## config.mk

```make
export PLATFORM = sky130hd
export DESIGN_NAME = round_robin_ready_wait_scheduler_unit
export DESIGN_NICKNAME = d
export VERILOG_FILES = /design/src/hw/rtl/rrws_pkg.sv /design/src/hw/rtl/round_robin_ready_wait_scheduler_unit.sv /design/src/hw/rtl/rrws_cell.sv /design/src/hw/rtl/rrws_chain.sv
export SDC_FILE = /design/constraint.sdc
export NUM_CORES = 1
export LEC_CHECK = 0
export ABC_AREA = 1
export ABC_CLOCK_PERIOD_IN_PS = 4100
export BUFFER_PORTS_ARGS = -buffer_cell sky130_fd_sc_hd__buf_2
export CORE_MARGIN = 8
export CORE_UTILIZATION = 54
export CTS_BUF_LIST = sky130_fd_sc_hd__clkbuf_8 sky130_fd_sc_hd__clkbuf_16
export CTS_CLUSTER_DIAMETER = 40
export DETAILED_ROUTE_END_ITERATION = 7
export GPL_TIMING_DRIVEN = 0
export PLACE_DENSITY = 0.73
export SLEW_MARGIN = 30
export SYNTH_ARGS = -nofsm -noshare
export SYNTH_HDL_FRONTEND = slang
export SYNTH_SLANG_ARGS = --single-unit
```

## constraint.sdc

```tcl
create_clock -name clk -period 4.1 [get_ports clk]
set_input_delay 0.41 -clock clk [delete_from_list [all_inputs] [get_ports clk]]
set_output_delay 0.41 -clock clk [all_outputs]
set_load 0.05 [all_outputs]
```

## src/hw/rtl/rrws_pkg.sv

```systemverilog
// Shared types and codes for the round-robin ready/wait scheduler.
// Used by the cell, the cell row and the top level; depends on nothing.
package rrws_pkg;

	localparam int unsigned ID_W = 8;

	typedef enum logic [2:0] {
		OP_START = 3'd0,
		OP_YIELD = 3'd1,
		OP_BLOCK = 3'd2,
		OP_EXIT  = 3'd3,
		OP_ADMIT = 3'd4
	} op_t;

	typedef enum logic [2:0] {
		ST_RUNNING  = 3'd0,
		ST_BLOCKED  = 3'd1,
		ST_FINISHED = 3'd2,
		ST_INVALID  = 3'd3,
		ST_FULL     = 3'd4
	} status_t;

	typedef enum logic [2:0] {
		S_IDLE,
		S_PROMOTE,
		S_PLAN,
		S_ROTATE,
		S_FINISH
	} state_t;

	// Control for one row of cells: shift toward the head, and/or write one entry.
	typedef struct packed {
		logic            shift;
		logic            wr_en;
		logic [ID_W-1:0] wr_data;
	} ctl_t;

endpackage

```

## src/hw/rtl/round_robin_ready_wait_scheduler_unit.sv

```systemverilog
// Round-robin thread scheduler: yield, block, exit, start and admit requests over a ready
// row and a waiting row of thread-id cells. Yield, block and exit walk the waiting row,
// then turn the ready row around; start and admit turn the ready row only, and an invalid
// or refused request goes straight to the result. A new request is taken only once the
// previous one has loaded its result.
// Reset clears the lengths, the slot and the control; the rows hold nothing until written.
module round_robin_ready_wait_scheduler_unit #(
	parameter int unsigned MAX_THREADS = 16
) (
	input  logic        clk,
	input  logic        arst_n,
	input  logic        in_valid,
	output logic        in_stall,
	input  logic [2:0]  op,
	input  logic [7:0]  thread_id,
	input  logic [15:0] ready_mask,
	output logic        out_valid,
	input  logic        out_stall,
	output logic [7:0]  running_id,
	output logic [2:0]  status,
	output logic [4:0]  ready_count,
	output logic [4:0]  waiting_count
);

	// IW indexes a cell, CW holds a count up to MAX_THREADS itself.
	localparam int unsigned IW = (MAX_THREADS > 1) ? $clog2(MAX_THREADS) : 1;
	localparam int unsigned CW = $clog2(MAX_THREADS + 1);
	localparam int unsigned SW = CW + 1;

	// Control state.
	rrws_pkg::state_t state_q, state_d;
	logic             out_valid_q, out_valid_d;
	logic [CW-1:0]    rl_q, rl_d;       // ready length
	logic [CW-1:0]    wl_q, wl_d;       // waiting length
	logic [IW-1:0]    slot_q, slot_d;   // current slot

	// Per-request working registers.
	logic [2:0]             op_q, op_d;
	logic [15:0]            mask_q, mask_d;
	logic [CW-1:0]          rem_q, rem_d;
	logic [IW-1:0]          j_q, j_d;
	logic [IW-1:0]          orig_q, orig_d;
	logic [CW-1:0]          plen_q, plen_d;
	logic [7:0]             last_q, last_d;
	logic [7:0]             fill_q, fill_d;
	logic [7:0]             run_q, run_d;
	rrws_pkg::status_t      st_q, st_d;

	// Output register.
	logic [7:0]             out_run_q, out_run_d;
	rrws_pkg::status_t      out_st_q, out_st_d;
	logic [4:0]             out_rc_q, out_rc_d;
	logic [4:0]             out_wc_q, out_wc_d;

	// Row control.
	rrws_pkg::ctl_t         rctl, wctl;
	logic [IW-1:0]          rpos, wpos;
	logic [7:0]             rhead, whead;

	rrws_chain #(.DEPTH(MAX_THREADS), .IW(IW)) u_ready (
		.clk  (clk),
		.ctl  (rctl),
		.pos  (rpos),
		.head (rhead)
	);

	rrws_chain #(.DEPTH(MAX_THREADS), .IW(IW)) u_waiting (
		.clk  (clk),
		.ctl  (wctl),
		.pos  (wpos),
		.head (whead)
	);

	// The sequencer. A request runs through these phases:
	//   IDLE    - take the request; admit writes its id at the ready tail right here.
	//   PROMOTE - walk the waiting row one entry a cycle. The head leaves; a flagged one is
	//             appended to the ready tail, any other goes back to the waiting tail, so
	//             after waiting_len steps the kept entries sit in order at the front.
	//   PLAN    - work out the slot that will run and set up the ready-row pass.
	//   ROTATE  - turn the ready row once around. The id that block/exit removes is
	//             replaced by the last entry (kept in last_q) and the old last one is
	//             dropped at the end of the turn. The id that lands in the run slot is
	//             captured on the way.
	//   FINISH  - form the status and load the output register once it is free.
	always_comb begin
		logic          take;
		logic          last_step;
		logic          at_end;
		logic          do_push;
		logic          do_drop;
		logic [7:0]    push_val;
		logic [IW-1:0] slot_norm;
		logic [31:0]   rc_ext;
		logic [31:0]   wc_ext;

		state_d     = state_q;
		out_valid_d = out_valid_q;
		rl_d        = rl_q;
		wl_d        = wl_q;
		slot_d      = slot_q;
		op_d        = op_q;
		mask_d      = mask_q;
		rem_d       = rem_q;
		j_d         = j_q;
		orig_d      = orig_q;
		plen_d      = plen_q;
		last_d      = last_q;
		fill_d      = fill_q;
		run_d       = run_q;
		st_d        = st_q;
		out_run_d   = out_run_q;
		out_st_d    = out_st_q;
		out_rc_d    = out_rc_q;
		out_wc_d    = out_wc_q;

		rctl      = '{shift: 1'b0, wr_en: 1'b0, wr_data: '0};
		wctl      = '{shift: 1'b0, wr_en: 1'b0, wr_data: '0};
		rpos      = '0;
		wpos      = '0;

		take      = (op_q == rrws_pkg::OP_BLOCK) || (op_q == rrws_pkg::OP_EXIT);
		last_step = (CW'(j_q) == (plen_q - CW'(1)));
		at_end    = (CW'(slot_q) == (rl_q - CW'(1)));
		do_push   = 1'b0;
		do_drop   = 1'b0;
		push_val  = rhead;
		slot_norm = (CW'(slot_q) >= rl_q) ? '0 : slot_q;
		rc_ext    = 32'(rl_q);
		wc_ext    = 32'(wl_q);

		if (out_valid_q && !out_stall) begin
			out_valid_d = 1'b0;
		end

		unique case (state_q)
			rrws_pkg::S_IDLE: begin
				if (in_valid) begin
					op_d   = op;
					mask_d = ready_mask;
					rem_d  = wl_q;
					st_d   = rrws_pkg::ST_RUNNING;
					slot_d = slot_norm;
					unique case (op)
						rrws_pkg::OP_START: begin
							slot_d  = '0;
							state_d = rrws_pkg::S_PLAN;
						end
						rrws_pkg::OP_YIELD, rrws_pkg::OP_BLOCK, rrws_pkg::OP_EXIT: begin
							state_d = rrws_pkg::S_PROMOTE;
						end
						rrws_pkg::OP_ADMIT: begin
							if ((SW'(rl_q) + SW'(wl_q)) >= SW'(MAX_THREADS) ||
							    rl_q >= CW'(MAX_THREADS)) begin
								st_d    = rrws_pkg::ST_FULL;
								state_d = rrws_pkg::S_FINISH;
							end else begin
								rctl.wr_en   = 1'b1;
								rctl.wr_data = thread_id;
								rpos         = IW'(rl_q);
								rl_d         = rl_q + CW'(1);
								last_d       = thread_id;
								state_d      = rrws_pkg::S_PLAN;
							end
						end
						default: begin
							st_d    = rrws_pkg::ST_INVALID;
							state_d = rrws_pkg::S_FINISH;
						end
					endcase
				end
			end

			rrws_pkg::S_PROMOTE: begin
				if (rem_q == '0) begin
					state_d = rrws_pkg::S_PLAN;
				end else begin
					wctl.shift = 1'b1;
					if (mask_q[0]) begin
						wl_d         = wl_q - CW'(1);
						rctl.wr_en   = 1'b1;
						rctl.wr_data = whead;
						rpos         = IW'(rl_q);
						rl_d         = rl_q + CW'(1);
						last_d       = whead;
					end else begin
						wctl.wr_en   = 1'b1;
						wctl.wr_data = whead;
						wpos         = IW'(wl_q - CW'(1));
					end
					mask_d = mask_q >> 1;
					rem_d  = rem_q - CW'(1);
				end
			end

			rrws_pkg::S_PLAN: begin
				if (rl_q == '0) begin
					state_d = rrws_pkg::S_FINISH;
				end else begin
					plen_d = rl_q;
					fill_d = last_q;
					j_d    = '0;
					orig_d = slot_q;
					if (op_q == rrws_pkg::OP_YIELD) begin
						slot_d = at_end ? '0 : (slot_q + IW'(1));
					end else if (take) begin
						slot_d = at_end ? '0 : slot_q;
					end
					state_d = rrws_pkg::S_ROTATE;
				end
			end

			rrws_pkg::S_ROTATE: begin
				rctl.shift = 1'b1;
				if (take && (j_q == orig_q)) begin
					if (op_q == rrws_pkg::OP_BLOCK) begin
						wctl.wr_en   = 1'b1;
						wctl.wr_data = rhead;
						wpos         = IW'(wl_q);
						wl_d         = wl_q + CW'(1);
					end
					if (last_step) begin
						do_drop = 1'b1;
					end else begin
						do_push  = 1'b1;
						push_val = fill_q;
					end
				end else if (take && last_step) begin
					do_drop = 1'b1;
				end else begin
					do_push = 1'b1;
				end

				if (do_push) begin
					rctl.wr_en   = 1'b1;
					rctl.wr_data = push_val;
					rpos         = IW'(rl_q - CW'(1));
					last_d       = push_val;
					if (j_q == slot_q) begin
						run_d = push_val;
					end
				end
				if (do_drop) begin
					rl_d = rl_q - CW'(1);
				end

				j_d = j_q + IW'(1);
				if (last_step) begin
					state_d = rrws_pkg::S_FINISH;
				end
			end

			rrws_pkg::S_FINISH: begin
				if (!out_valid_q || !out_stall) begin
					out_valid_d = 1'b1;
					out_rc_d    = rc_ext[4:0];
					out_wc_d    = wc_ext[4:0];
					out_run_d   = '0;
					out_st_d    = st_q;
					if (st_q == rrws_pkg::ST_RUNNING) begin
						if (rl_q == '0) begin
							slot_d   = '0;
							out_st_d = (wl_q != '0) ? rrws_pkg::ST_BLOCKED
							                        : rrws_pkg::ST_FINISHED;
						end else begin
							out_run_d = run_q;
						end
					end
					state_d = rrws_pkg::S_IDLE;
				end
			end

			default: begin
				state_d = rrws_pkg::S_IDLE;
			end
		endcase
	end

	// State register.
	always_ff @(posedge clk or negedge arst_n) begin
		if (!arst_n) begin
			state_q <= rrws_pkg::S_IDLE;
		end else begin
			state_q <= state_d;
		end
	end

	// Lengths, slot and output valid are cleared by reset.
	always_ff @(posedge clk or negedge arst_n) begin
		if (!arst_n) begin
			out_valid_q <= 1'b0;
			rl_q        <= '0;
			wl_q        <= '0;
			slot_q      <= '0;
		end else begin
			out_valid_q <= out_valid_d;
			rl_q        <= rl_d;
			wl_q        <= wl_d;
			slot_q      <= slot_d;
		end
	end

	// Working and output payload carry no reset.
	always_ff @(posedge clk) begin
		op_q      <= op_d;
		mask_q    <= mask_d;
		rem_q     <= rem_d;
		j_q       <= j_d;
		orig_q    <= orig_d;
		plen_q    <= plen_d;
		last_q    <= last_d;
		fill_q    <= fill_d;
		run_q     <= run_d;
		st_q      <= st_d;
		out_run_q <= out_run_d;
		out_st_q  <= out_st_d;
		out_rc_q  <= out_rc_d;
		out_wc_q  <= out_wc_d;
	end

	// A request is only taken between walks.
	assign in_stall      = (state_q != rrws_pkg::S_IDLE);
	assign out_valid     = out_valid_q;
	assign running_id    = out_run_q;
	assign status        = out_st_q;
	assign ready_count   = out_rc_q;
	assign waiting_count = out_wc_q;

endmodule

```

## src/hw/rtl/rrws_cell.sv

```systemverilog
// One storage cell of a thread-id row: holds, loads its upper neighbor, or takes a write.
// Depends on rrws_pkg for the row control struct.
module rrws_cell (
	input  logic                        clk,
	input  rrws_pkg::ctl_t              ctl,
	input  logic                        sel,
	input  logic [rrws_pkg::ID_W-1:0]   up,
	output logic [rrws_pkg::ID_W-1:0]   q
);

	logic [rrws_pkg::ID_W-1:0] id_q;

	// A write aimed at this cell wins over the shift.
	always_ff @(posedge clk) begin
		if (sel) begin
			id_q <= ctl.wr_data;
		end else if (ctl.shift) begin
			id_q <= up;
		end
	end

	assign q = id_q;

endmodule

```

## src/hw/rtl/rrws_chain.sv

```systemverilog
// Row of thread-id cells with the head at cell 0; each cell decodes its own write position.
// Depends on rrws_pkg and rrws_cell.
module rrws_chain #(
	parameter int unsigned DEPTH = 16,
	parameter int unsigned IW    = 4
) (
	input  logic                        clk,
	input  rrws_pkg::ctl_t              ctl,
	input  logic [IW-1:0]               pos,
	output logic [rrws_pkg::ID_W-1:0]   head
);

	logic [rrws_pkg::ID_W-1:0] cell_q [DEPTH];

	for (genvar i = 0; i < DEPTH; i++) begin : g_cell
		logic [rrws_pkg::ID_W-1:0] up;
		logic                      sel;

		if (i < DEPTH - 1) begin : g_mid
			assign up = cell_q[i+1];
		end else begin : g_top
			assign up = cell_q[i];
		end

		assign sel = ctl.wr_en && (pos == IW'(i));

		rrws_cell u_cell (
			.clk (clk),
			.ctl (ctl),
			.sel (sel),
			.up  (up),
			.q   (cell_q[i])
		);
	end

	assign head = cell_q[0];

endmodule

```

======== Word-level counts from Yosys, hierarchy flattened ========
Cells that the tools add are included.
storage, ports and cells
  output and inout bits ................... 23
  word-level logic and storage cells ...... 377
  flip-flop bits (word level) ............. 359
  bits of input ports ..................... 31
operators by class
  bitwise logic cells ..................... 2
  add/sub/neg operators ................... 9
  mux-type cells .......................... 151
  reductions and logical operators ........ 98
  equal/unequal tests ..................... 63
  magnitude comparators ................... 3
operators with widths
  cell                                              number
  two-way mux 8 bit                                 68
  two-way mux 4 bit                                 22
  two-way mux 9 bit                                 9
  nonzero test 2 bit                                33
  == test 4 bit, second input constant              16
  two-way mux 5 bit                                 12
  logical AND 1 bit                                 35
  == test 4 x 3 -> 1 bit, second input constant     8
  two-way mux 16 bit                                2
  case mux 16 bit (2 select lines)                  1
  != test 2 bit, second input constant              14
  two-way mux 3 bit                                 9
  case mux 9 bit (3 select lines)                   1
  case mux 4 bit (3 select lines)                   2
  case mux 8 bit (3 select lines)                   1
  case mux 5 bit (2 select lines)                   2
  subtractor 5 x 1 -> 5 bit, second input constant  4
  == test 3 x 2 -> 1 bit, second input constant     6
  case mux 9 bit (2 select lines)                   1
  == test 4 x 2 -> 1 bit, second input constant     4
  case mux 4 bit (2 select lines)                   2
  case mux 3 bit (5 select lines)                   1
  case mux 5 bit (3 select lines)                   1
  AND reduction 7 bit                               2
  other kinds (35)                                  70

======== Depth between registers and ports, before layout ========
  word-level depth ........................ 11
  mapped depth ............................ 18
  gate-level depth less buffers ........... 17

======== Cells and area by module ========
Synthesis repeated with hierarchy kept, for this count alone.
unflattened totals
  cells, all modules ...................... 1851
  area total of the unflattened synthesis .. 17300.3 sq um
by module, submodules not included
  module                                 area each (sq um)  cells each  seq. area each (sq um)  times used
  rrws_cell                              351.6              35          240.2                   32
  round_robin_ready_wait_scheduler_unit  5796.8             667         2972.9                  1
  rrws_chain                             126.4              32          0.0                     2

======== Least setup slack after synthesis ========
OpenSTA, ideal clock, no wires.
  kind .................................... register -> register
  from .................................... reg state_q[1]
  to ...................................... reg mask_q[0], enable pin
  slack ................................... 0.469 ns
  cell stages (with the launch flop) ...... 7
  library setup time ...................... 0.453 ns
  data arrival time ....................... 3.178 ns
  data required time ...................... 3.647 ns
  period minus slack after synthesis ...... 3.631 ns
  path buffers ............................ 0
  cells stage by stage .................... dfrtp_1 -> nor2_2 -> nand2_2 -> inv_1 -> nand2_1 -> inv_1 -> nor4_1
on the way
  longest elaborated chain between the ends .. 3
  elaborated cells on any way between the ends .. 6
  those cells by class .................... eq/ne: 3; reduce/logical: 3
RTL lines
  element                                                               line                                          RTL
  start, declared                                                       round_robin_ready_wait_scheduler_unit.sv:31   rrws_pkg::state_t state_q, state_d;
  start signal, assigned                                                round_robin_ready_wait_scheduler_unit.sv:281  state_q <= rrws_pkg::S_IDLE;
  start signal, assigned                                                round_robin_ready_wait_scheduler_unit.sv:283  state_q <= state_d;
  == test 3 x 1 -> 1 bit / logical NOT 3 bit (equally long branches)    round_robin_ready_wait_scheduler_unit.sv:135  unique case (state_q)
  != test 2 bit (no line) / nonzero test 2 bit (equally long branches)  --
  AND reduction 3 bit (no line) *                                       --
  end signal, assigned                                                  round_robin_ready_wait_scheduler_unit.sv:305  mask_q <= mask_d;
  end, declared                                                         round_robin_ready_wait_scheduler_unit.sv:39   logic [15:0] mask_q, mask_d;
Mark *: on every way between the ends. The rest lies on a longest branch, timed or not.
A chain may end at the register's enable or synchronous reset.

======== Worst setup path in the final report ========
  from .................................... reg rl_q[4]
  to ...................................... reg u_ready.g_cell[0].u_cell.id_q, in the netlist u_ready.g_cell[0].u_cell.q[7], enable pin
on the way
  longest elaborated chain between the ends .. 10
  elaborated cells on any way between the ends .. 15
  those cells by class .................... add/sub: 1; order compare: 2; mux: 8; reduce/logical: 4
RTL lines
  element                                     line                                          RTL
  start, declared                             round_robin_ready_wait_scheduler_unit.sv:33   logic [CW-1:0] rl_q, rl_d;
  start signal, assigned                      round_robin_ready_wait_scheduler_unit.sv:296  rl_q <= rl_d;
  adder 5 x 5 -> 6 bit                        round_robin_ready_wait_scheduler_unit.sv:152  if ((SW'(rl_q) + SW'(wl_q)) >= SW'(MAX_THREADS) ||
  greater-or-equal comparator 6 x 5 -> 1 bit  round_robin_ready_wait_scheduler_unit.sv:152
  logical OR 1 bit *                          round_robin_ready_wait_scheduler_unit.sv:152
  two-way mux 4 bit                           round_robin_ready_wait_scheduler_unit.sv:152
  two-way mux 4 bit                           round_robin_ready_wait_scheduler_unit.sv:143  unique case (op)
  two-way mux 4 bit                           round_robin_ready_wait_scheduler_unit.sv:137  if (in_valid) begin
  case mux 4 bit (3 select lines)             round_robin_ready_wait_scheduler_unit.sv:135
  logical NOT 4 bit                           rrws_chain.sv:25                              assign sel = ctl.wr_en && (pos == IW'(i));
  logical AND 1 bit *                         rrws_chain.sv:25
  nonzero test 2 bit (no line) *              --
  end signal, assigned                        rrws_cell.sv:16                               id_q <= ctl.wr_data;
  end signal, assigned                        rrws_cell.sv:18                               id_q <= up;
  end, declared                               rrws_cell.sv:11                               logic [rrws_pkg::ID_W-1:0] id_q;
Marks and branches as above.

==> impl_metrics.py <==
metrics = {
    "finish": {
        "fillers": 2303,
        "num-nets-final": 1882,
        "area_growth_pct": 14.2,
        "drive_gt1_frac": 0.129,
        "seq_area_mm2": 0.0107,
        "multi_input_area_mm2": 0.00540,
        "final_core_util": 0.625,
    },
    "global_route": {
        "grt_start_max_net_pins": 19,
        "gr-total-overflow": 0,
        "track_usage": 0.214,
        "grt_antenna_before_repair": 0,
        "grt_pass1_wl_mm": 61.8,
        "grt_pass1_vias": 11741,
    },
    "pwr": {
        "peakVddDrop_mv": 0.294,
        "power_frac_clock": 0.504,
        "power.share.combinational": 0.004,
        "switching_share": 0.198,
        "power.total_w": 0.00803,
        "p_int_w": 0.00644,
        "powerDensity_mw_per_mm2": 421,
        "seq_power_share": 0.491,
        "power.switching_w": 0.00159,
        "leakagePower_nw": 8.16,
    },
    "setup_path": {
        "critical_path_required_ns": 4.30,
        "end_kind": "flop",
        "worstSetupPathType": "reg -> reg",
        "crit_fanout": 9,
        "startpoint_type": "flop",
        "worstPathArrival_ns": 3.60,
    },
    "flow_run": {
        "drv_cap": 0,
    },
    "synth": {
        "syn_nets": 1776,
        "yosysSeqAreaShare": 0.638,
        "syn-instance-count": 1728,
        "yosysUniqueCellTypes": 40,
        "synthFlopType": "edfxtp_1",
        "synth_edf_count": 340,
        "synth.avg_cell_area_um2": 9.66,
        "synth-async-reset-ratio": 0.0503,
        "synth_seq_cells": 358,
        "synth_area_mm2": 0.0167,
        "yosys_warnings": 0,
    },
    "timing": {
        "drv_slew": 0,
        "hold_ws_ns": 0.113,
        "slew_headroom": 0.446,
        "rsz0062_at_grt": "no",
        "layout_setup_ws_ns": 0.700,
        "fin_tns_setup_ns": 0,
        "post-route-period-util": 0.829,
        "min_period_ns": 3.40,
        "fmax_ghz": 0.294,
        "worst_slew_pin_slew_ns": 0.831,
        "fin_skew_ns": 0.0250,
        "setup_viol_count_final": 0,
        "finalHoldViolCount": 0,
    },
    "die": {
        "start_util": 0.547,
        "boundaryPins": 54,
        "core_mm2": 0.0305,
        "die-height_um": 192,
        "die_x_um": 192,
        "rows": 64,
        "die_area_mm2": 0.0368,
    },
    "cts": {
        "cts_max_level": 2,
        "cts_tree": "yes",
        "clock_insertion_delay_worst_skew_ns": 0.54,
        "clock_path_buffers": 3,
        "clkSlewWorstSetupHoldPaths_ns": 0.06,
        "cts_buffers": 45,
        "clockRootBuffer": "clkbuf_16",
        "postCtsSetupRepairBufs": 0,
        "cts_sinks": 358,
    },
    "place": {
        "port_buffers": 53,
        "place.gp.congestion": 0.924,
        "preCtsSetupSlack_ns": 0.735,
        "dp_hpwl_mm": 27.0,
    },
    "drt": {
        "first_pass_iters": 6,
        "detail_route.wirelength_mm": 39.1,
        "via_count": 12370,
        "wire_per_inst_um": 17.2,
        "drcViolationCount": 0,
        "drtIter0Drc": 1217,
        "via_per_inst": 5.45,
        "antenna_left": 0,
    },
    "outcome": {
        "run_status": "complete, no violations",
    },
    "worst_hold_path": {
        "hold_class": "in -> reg",
    },
}
-- layout make-up --
type / count / share of cell area
Clock buffer: 45 / 0.0590
Sequential cell: 358 / 0.559
Antenna cell: 2 / 0.000262
Buffer: 54 / 0.0142
Clock inverter: 38 / 0.0221
Inverter: 104 / 0.0205
Multi-Input combinational cell: 1212 / 0.283
Timing Repair Buffer: 59 / 0.0162
Tap cell: 396 / 0.0260
-- repair_timing --
| item | CTS | global route |
|---|---|---|
| hold endpoints to repair | 18 | 0 |
| endpoints found under the setup margin | 0 | 0 |
| hold buffers | 1 | 0 |
| gates resized for setup | 0 | 0 |
-- flip-flops by register name, summed over array words and instances, names as in the netlist, 3 cells and up --
register and flops:
u_ready.g_cell.u_cell.q 128, u_waiting.g_cell.u_cell.q 128, mask_q 16, fill_q 8
last_q 8, run_q 8, running_id 8, plen_q 5
ready_count 5, rem_q 5, rl_q 5, waiting_count 5
wl_q 5, j_q 4, orig_q 4, slot_q 4
op_q 3, state_q 3, status 3
-- cell usage after synthesis, drive strengths merged (3+ instances only) --
cell	n	area share
nand3	134	0.044
clkbuf	16	0.0036
xnor2	5	0.0026
edfxtp	340	0.61
o21ai	72	0.022
buf	38	0.013
nand4	14	0.0052
nor4	3	0.0011
nand2	840	0.19
or2	5	0.0019
nor3	8	0.0034
inv	103	0.023
dfrtp	18	0.027
ha	17	0.013
nor2	74	0.020
xor2	15	0.0079
a21oi	16	0.0048
-- logic make-up (layout without fill, tap and decap cells) --
group | Yosys count | after routing | share of synthesized area
AOI/OAI and AO/OA | 96 | 96 | 0.0300
buffers and inverters | 158 | 300 | 0.0396
xor gates and xnor gates | 20 | 20 | 0.0105
adders and majority gates | 17 | 17 | 0.0127
and+or+nand+nor | 1078 | 1078 | 0.268
DFF | 358 | 358 | 0.638
other | 0 | 2 | 0
muxes | 1 | 1 | 0.000674
-- critical path, stage by stage (launching register included) --
cell     delay, ns
dfrtp_1       0.57
ha_1          0.30
nor4_1        0.43
nand3_1       0.19
nand2_1       0.17
inv_1         0.06
nand2_1       0.37
nand3_1       0.15
nor2_2        0.35
nand2_2       0.19
nand2_1       0.29
-- metal layers --
metal / global-route usage / vias up / wire (um)
met5: 0 / - / 0
met4: 0.0897 / 0 / 1530
met3: 0.0425 / 101 / 4170
met2: 0.338 / 580 / 17700
met1: 0.286 / 5746 / 15600
li1: - / 5943 / -
-- placed cells by master, fill, tap and decap left out, types with 2 or more instances in the layout --
| cell | synthesis | layout |
|---|---|---|
| dfrtp_1 | 18 | 18 |
| a21oi_1 | 16 | 16 |
| nor2_2 | 13 | 14 |
| bufinv_16 | 0 | 7 |
| clkinvlp_4 | 0 | 4 |
| o31ai_1 | 2 | 2 |
| o21ai_0 | 53 | 53 |
| inv_2 | 14 | 14 |
| nor2_4 | 4 | 4 |
| nor3_2 | 1 | 2 |
| nand3_1 | 123 | 123 |
| clkinv_1 | 1 | 4 |
| buf_1 | 2 | 2 |
| edfxtp_1 | 340 | 340 |
| nand3_2 | 10 | 10 |
| clkbuf_16 | 0 | 45 |
| o21ai_1 | 19 | 19 |
| clkbuf_1 | 16 | 16 |
| buf_6 | 2 | 3 |
| xor2_1 | 15 | 15 |
| or2_2 | 3 | 3 |
| buf_4 | 4 | 5 |
| nor2_1 | 57 | 56 |
| buf_2 | 30 | 86 |
| inv_6 | 0 | 11 |
| xnor2_1 | 5 | 5 |
| diode_2 | 0 | 2 |
| nand2_2 | 19 | 19 |
| nor3_1 | 6 | 5 |
| nand2_1 | 820 | 820 |
| ha_1 | 17 | 17 |
| inv_1 | 89 | 94 |
| nand4_1 | 14 | 14 |
| clkinv_2 | 0 | 4 |
| clkinv_4 | 0 | 4 |
| a21boi_0 | 2 | 2 |
| nor4_2 | 0 | 2 |
-- path summary, 6_finish.rpt --
check / from / end / slack [ns] / cells after the start
worst max-delay path: rl_q[4] / u_ready.g_cell[0].u_cell.q[7] / 0.70 / 10
worst max register to register: rl_q[4] / u_ready.g_cell[0].u_cell.q[7] / 0.70 / 10
worst min-delay path: op[0] / op_q[0] / 0.11 / 1
max in group asynchronous: arst_n / state_q[1] / 3.37 / 2
worst min register to register: last_q[2] / fill_q[2] / 0.42 / 0
min in group asynchronous: arst_n / slot_q[1] / 0.38 / 2
-- power groups by stage --
| stage | Sequential [W] | Clock (W) | Combinational, W |
|---|---|---|---|
| after floorplan | 0.00402 | 0 | 0.00000946 |
| after global placement | 0.00402 | 0 | 0.0000324 |
| after detailed placement | 0.00402 | 0 | 0.0000338 |
| after CTS | 0.00395 | 0.00407 | 0.0000354 |
| after global routing | 0.00394 | 0.00422 | 0.0000395 |
| final | 0.00395 | 0.00405 | 0.0000354 |
-- per-stage QoR --
step | instances | area [um^2]
CTS | 2266 | 19100
floorplan | 1728 | 16700
global placement | 2177 | 17500
finish | 2268 | 19100
global route | 2266 | 19100
detailed placement | 2182 | 17500
(Power assumes the default switching activity.)
